`src/rtl/mm_pkg.sv`:
```
// package for the modular multiply pipeline
// holds the default operand width and the number of bit steps per stage
// no dependencies
`timescale 1ns / 1ps

package mm_pkg;

    localparam int OPERAND_WIDTH_DEF = 63;
    // compare-subtract steps per reduction stage
    localparam int RED_STEPS_DEF     = 4;
    // double-add steps per multiply stage (two compare-subtracts each)
    localparam int MAC_STEPS_DEF     = 2;

endpackage

```
`src/rtl/mm_reduce_stage.sv`:
```
// one stage of the restoring reduction of the multiplicand by the modulus
// shifts STEPS multiplicand bits, msb first, into the partial remainder
// depends on mm_pkg for parameter defaults
`timescale 1ns / 1ps

module mm_reduce_stage #(
    parameter int OPERAND_WIDTH = mm_pkg::OPERAND_WIDTH_DEF,
    parameter int STEPS         = mm_pkg::RED_STEPS_DEF,
    parameter int BASE          = 0
) (
    input  logic                     i_clk,
    input  logic                     i_rst_n,
    input  logic                     i_valid,
    output logic                     o_ready,
    input  logic [OPERAND_WIDTH-1:0] i_x,
    input  logic [OPERAND_WIDTH-1:0] i_b,
    input  logic [OPERAND_WIDTH-1:0] i_m,
    input  logic [OPERAND_WIDTH-1:0] i_r,
    input  logic                     i_zero,
    output logic                     o_valid,
    input  logic                     i_ready,
    output logic [OPERAND_WIDTH-1:0] o_x,
    output logic [OPERAND_WIDTH-1:0] o_b,
    output logic [OPERAND_WIDTH-1:0] o_m,
    output logic [OPERAND_WIDTH-1:0] o_r,
    output logic                     o_zero
);

    logic                     r_valid;
    logic [OPERAND_WIDTH-1:0] r_x, r_b, r_m, r_r;
    logic                     r_zero;
    logic [OPERAND_WIDTH-1:0] n_r;

    always_comb begin
        logic [OPERAND_WIDTH:0] t;
        n_r = i_r;
        for (int j = 0; j < STEPS; j++) begin
            if (BASE + j < OPERAND_WIDTH) begin
                t = {n_r, i_x[OPERAND_WIDTH-1-BASE-j]};
                if (t >= {1'b0, i_m}) begin
                    t = t - {1'b0, i_m};
                end
                n_r = t[OPERAND_WIDTH-1:0];
            end
        end
    end

    assign o_ready = !r_valid || i_ready;

    always_ff @(posedge i_clk) begin
        if (!i_rst_n) begin
            r_valid <= 1'b0;
        end else if (o_ready) begin
            r_valid <= i_valid;
        end
    end

    always_ff @(posedge i_clk) begin
        if (o_ready) begin
            r_x    <= i_x;
            r_b    <= i_b;
            r_m    <= i_m;
            r_r    <= n_r;
            r_zero <= i_zero;
        end
    end

    assign o_valid = r_valid;
    assign o_x     = r_x;
    assign o_b     = r_b;
    assign o_m     = r_m;
    assign o_r     = r_r;
    assign o_zero  = r_zero;

endmodule

```
`config.mk`:
```
export PLATFORM = sky130hd
export DESIGN_NAME = mm_reduce_stage
export DESIGN_NICKNAME = d
export VERILOG_FILES = /design/src/rtl/mm_pkg.sv /design/src/rtl/mm_reduce_stage.sv
export SDC_FILE = /design/constraint.sdc
export NUM_CORES = 1
export LEC_CHECK = 0
export BUFFER_PORTS_ARGS = -buffer_cell sky130_fd_sc_hd__buf_2
export CELL_PAD_IN_SITES_DETAIL_PLACEMENT = 2
export CELL_PAD_IN_SITES_GLOBAL_PLACEMENT = 2
export CORE_AREA = 2 2 294 238
export DETAILED_ROUTE_END_ITERATION = 12
export DIE_AREA = 0 0 296 240
export PLACE_DENSITY_LB_ADDON = 0.1
export REMOVE_ABC_BUFFERS = 1
export SYNTH_ARGS = -nofsm -noshare
export SYNTH_HDL_FRONTEND = slang
export SYNTH_SLANG_ARGS = --single-unit
export TNS_END_PERCENT = 50
```
`constraint.sdc`:
```
create_clock -name i_clk -period 32.1 [get_ports i_clk]
set_input_delay 3.21 -clock i_clk [delete_from_list [all_inputs] [get_ports i_clk]]
set_output_delay 3.21 -clock i_clk [all_outputs]
set_load 0.005 [all_outputs]
```
-- Word level (Yosys, flattened, before mapping)
Cells that the tools add are included.
W data, S select, Z words.
- add/subtract/negate cells: 4
- muxes and demuxes: 4
- $lt $le $gt $ge: 4
- reductions and logical operators: 2
- operators with widths (cell ; count):
    $ge A64 B63 Y1 ; 4
    $mux W63 ; 4
    $sub A63 B63 Y63 ; 4
    $logic_not A1 Y1 ; 1
    $logic_or A1 B1 Y1 ; 1
- logic and storage cells: 20
- input port bits: 257
- bits in registers: 254
- output and inout bits: 255

-- Depth between registers and ports, before layout
- depth in word-level cells: 8
- gate-level depth with buffers: 62
- mapped depth without buffers: 54

-- Least setup slack after synthesis
No wires, ideal clock.
- path type: in2reg
- from: in i_m[11]
- to: reg r_r[10], in the netlist o_r[10], data pin
- path slack: 17.125 ns
- buffers on the path: 9
- arrival: 14.714 ns
- required time: 31.840 ns
- setup time: 0.260 ns
- cell stages on the path: 56
- path through: inv_1 > ha_1 > buf_2 > nand4_1 > or3_1 > o21ai_1 > a211oi_1 > o21ba_2 > o31ai_4 > clkbuf_1 > mux2_2 > ha_1 > a21o_1 > a21oi_1 > a21oi_1 > o311ai_2 > a31oi_1 > a21oi_1 > [... 20 more ...] > nor2_2 > buf_2 > mux2_2 > ha_1 > a21o_1 > or3_1 > o21ai_0 > o21a_1 > o31ai_1 > a221o_1 > a21oi_1 > o211ai_1 > a21oi_1 > o2bb2ai_1 > a221o_1 > buf_4 > buf_6 > mux2_4
- cells in the longest elaborated chain, start to end: 8
- elaborated cells between the ends (all ways): 12
- classes of those cells: 4 x add/sub; 4 x order compare; 4 x mux
- ends and longest elaborated chain (item ; line ; RTL):
    start, declared ; mm_reduce_stage.sv:17 ; input logic [OPERAND_WIDTH-1:0] i_m,
    $sub A63 B63 Y63 / $ge A64 B63 Y1 (equally long branches) ; mm_reduce_stage.sv:41, mm_reduce_stage.sv:40 ;
    $mux W63 ; mm_reduce_stage.sv:40 ; if (t >= {1'b0, i_m}) begin
    $sub A63 B63 Y63 / $ge A64 B63 Y1 (equally long branches) ; mm_reduce_stage.sv:41, mm_reduce_stage.sv:40 ;
    $mux W63 ; mm_reduce_stage.sv:40 ;
    $ge A64 B63 Y1 / $sub A63 B63 Y63 (equally long branches) ; mm_reduce_stage.sv:40, mm_reduce_stage.sv:41 ;
    $mux W63 ; mm_reduce_stage.sv:40 ;
    $sub A63 B63 Y63 / $ge A64 B63 Y1 (equally long branches) ; mm_reduce_stage.sv:41, mm_reduce_stage.sv:40 ;
    $mux W63 (*) ; mm_reduce_stage.sv:40 ;
    named net n_r[10] ; mm_reduce_stage.sv:32 ; logic [OPERAND_WIDTH-1:0] n_r;
    end signal, assigned ; mm_reduce_stage.sv:63 ; r_r <= n_r;
    end, declared ; mm_reduce_stage.sv:30 ; logic [OPERAND_WIDTH-1:0] r_x, r_b, r_m, r_r;
Mark *: on every way through the listed nets, which the timed path passes. The rest lies on a longest branch.
A chain may end at the register's enable or synchronous reset.

-- Worst setup path in the final report
- from: in i_m[19]
- to: reg r_r[3], in the netlist o_r[3], data pin
Same word-level chain as after synthesis.

==> impl_metrics.yaml <==
status:
  outcome: "finished, final reports clean"
clock_tree:
  postCtsSetupBuffers: 0
  cts_buffers: 30
  clock-sinks: 254
  clkTransAtPathRegs_ps: 80
  cts_tree: "done"
  ctsHoldBuffers: 0
  cts.repair.resized: 0
  cts_max_path_buffers: 3
  insertion_delay_ps: 670
  htreeDepth: 1
  cts-root-buf: "clkbuf_16"
routing:
  drc: 0
  ant_nets: 0
  drt_first_pass_iters: 5
  viasPerCell: 5.98
  wl_microns: 125000
  drtIter0Drc: 1858
  vias: 25000
  routedWlPerCell_microns: 30.0
synth:
  async_flop_share_pct: 0
  synth.distinct_cells: 80
  ys_ff_latch: 254
  synthFlopType: "edfxtp_1"
  avgSynthCellArea_sq_um: 9.03
  syn_inst: 2759
  yosysWarnings: 0
  syn_area_sq_mm: 0.0249
  yosysSeqAreaShare_pct: 30.6
  synth_edf_count: 253
global_routing:
  grt_usage_pct: 33.7
  antenna_found_initial: 14
  grt_pass1_wl_microns: 178000
  grt_pass1_vias: 25800
  grt_max_degree: 83
  overflow: 0
worst_setup_path:
  cp_slowest_cell: "buf_4"
  endpoint_kind: "flip-flop"
  arrival_ps: 19850
  start_kind: "input pin"
  cpPeakStageDelay_ps: 820
  worstPathRequired_ps: 32460
  cpMostUsedCell: "buf_4"
  r2r_cells: 2
  reg2reg_from: "o_valid$_SDFFE_PN0P_"
  reg2reg_slack_ps: 29630
  crit_type: "input pin to flip-flop"
  cp_max_fo: 59
  r2r-end: "o_b[52]$_DFFE_PP_"
pwr:
  ir_drop_mv: 0.136
  power.leakage_nw: 13.1
  power_w: 0.00439
  power_density_mw_per_mm2: 149
floorplanning:
  start_util_pct: 36.5
  ios: 512
  die_area_sq_mm: 0.0710
  num_rows: 86
  die_h_microns: 240
  core_area_sq_mm: 0.0682
  dieWidth_microns: 296
timing:
  post-route-period-util_pct: 60.7
  worst_pin_slew_ps: 1090
  hold_viol: 0
  period_minus_slack_ps: 19490
  slew_headroom_pct: 26.6
  final_max_slew_viol_count: 0
  fin_tns_setup_ps: 0
  grt_setup_unrepaired: "false"
  skew_ps: 46.5
  fmax_mhz: 51.3
  setup_viol: 0
worst_hold_path:
  hp-class: "flip-flop to flip-flop"
  worstHoldStart: "o_valid$_SDFFE_PN0P_"
  whs_path_depth: 1
  hold_path_end: "o_r[6]$_DFFE_PP_"
final_layout:
  seqCellArea_sq_mm: 0.00762
  drive_gt1_share_pct: 23.3
  fillers: 7706
  fin_nets: 3732
  area_delta_synth_final_pct: 18.2
  multi_input_area_sq_mm: 0.0164
  fin_area_sq_mm: 0.0294
place:
  gp_congestion: 0.957
  port_buffers: 511
  dp_hpwl_microns: 100000
  post_dp_cell_area_sq_mm: 0.0283
flow_run:
  cap_violations: 0
cell usage after synthesis (51+ instances only):
library cell | n | share of area (%)
ha_1 | 252 | 13
inv_1 | 135 | 2.0
nand4_1 | 59 | 1.5
o21ai_0 | 175 | 3.5
edfxtp_1 | 253 | 30
a21o_1 | 120 | 3.6
nor2_1 | 227 | 3.4
a21oi_1 | 337 | 6.8
mux2_2 | 90 | 4.1
xor2_1 | 81 | 2.8
xnor2_1 | 156 | 5.5
clkbuf_1 | 70 | 1.1
nand3_1 | 51 | 1.0
mux2_4 | 58 | 3.5
nand2_1 | 194 | 2.9
state kept, by name, indices dropped and copies added (netlist names):
name / flops
o_m: 63
o_zero: 1
o_valid: 1
o_r: 63
o_b: 63
o_x: 63
worst max-delay path by stage:
stage | from | to | slack, ps
5_1_grt | i_m[20] | o_r[3]$_DFFE_PP_ | 11790
3_5_place_dp | i_m[19] | o_r[2]$_DFFE_PP_ | 12320
3_3_place_gp | i_m[18] | o_r[3]$_DFFE_PP_ | 12940
2_1_floorplan | i_m[11] | o_r[2]$_DFFE_PP_ | 12070
4_1_cts | i_m[19] | o_r[3]$_DFFE_PP_ | 12850
6_report | i_m[19] | o_r[3]$_DFFE_PP_ | 12610
worst max-delay path: cells and delay by family:
family / cells / cell delay [ps]
compound gates: 24 / 6180
fa+ha+maj: 4 / 1760
buf+inv: 8 / 3600
mux: 3 / 1270
simple gates: 14 / 3610
per-layer routing:
metal | up-vias | global-route usage, % | share of wire, %
li1 | 11200 | - | -
met3 | 151 | 5.45 | 7.2
met4 | 4 | 9.63 | 3.0
met2 | 923 | 51.5 | 43
met5 | - | 0 | 0.020
met1 | 12700 | 48.6 | 47
placed cells by master, fill, tap and decap left out, types with 7 or more instances in the layout:
master | Yosys | routed
mux2_4 | 58 | 58
and2_1 | 18 | 18
or3_1 | 15 | 15
and4_1 | 11 | 11
diode_2 | 0 | 10
nor3_1 | 37 | 37
a31oi_1 | 37 | 37
nor2b_1 | 22 | 22
a21boi_0 | 17 | 17
buf_4 | 2 | 13
a21oi_1 | 337 | 337
a21o_1 | 120 | 120
nand4_1 | 59 | 59
ha_1 | 252 | 252
inv_1 | 135 | 135
nand2b_1 | 27 | 26
o21ai_0 | 175 | 175
edfxtp_1 | 253 | 253
nor4_1 | 7 | 7
xnor2_1 | 156 | 156
o31ai_1 | 14 | 14
xor2_1 | 81 | 81
o211ai_1 | 13 | 13
mux2_2 | 90 | 90
a211oi_1 | 27 | 27
nor2_1 | 227 | 227
and3_1 | 20 | 20
nand3_1 | 51 | 51
o21bai_1 | 40 | 40
buf_2 | 15 | 511
mux2i_1 | 8 | 8
o21a_1 | 31 | 31
nand2_1 | 194 | 194
a221oi_1 | 9 | 9
clkbuf_16 | 0 | 30
layout make-up:
class / instances / area share [%]
multi-input combinational: 2274 / 55.6
clock buffer: 39 / 2.84
clock inverter: 16 / 0.905
inverter: 135 / 1.72
tap: 924 / 3.93
timing repair buffer: 524 / 9.02
sequential: 254 / 25.9
antenna: 10 / 0.0850
cell families (layout without fill, tap and decap cells):
logic type / after synthesis / after routing / synth area share (%)
simple gates: 712 / 712 / 13.5
mux: 159 / 159 / 8.02
fa+ha+maj: 256 / 256 / 13.0
other cells: 0 / 10 / 0
compound gates: 910 / 910 / 22.8
buf+inv: 231 / 714 / 3.80
xor+xnor: 237 / 237 / 8.33
flops: 254 / 254 / 30.6
per-stage QoR:
stage,instances,util (%),hold slack [ps],worst slack [ps]
CTS,4166,43.1,1210,12850
floorplan,2663,-,3310,12070
finish,4176,43.1,1250,12610
global route,4174,43.1,1280,11790
global placement,4111,41.5,1160,12940
detailed placement,4111,41.5,1210,12320
power breakdown:
part | leakage [nW] | internal (W) | switching, W | total, W
combinational | 9.91 | 0.00147 | 0.00196 | 0.00343
sequential | 2.63 | 0.000528 | 0.0000285 | 0.000557
clock | 0.533 | 0.000232 | 0.000168 | 0.000400
No activity file was read; power rests on OpenSTA's default activity.
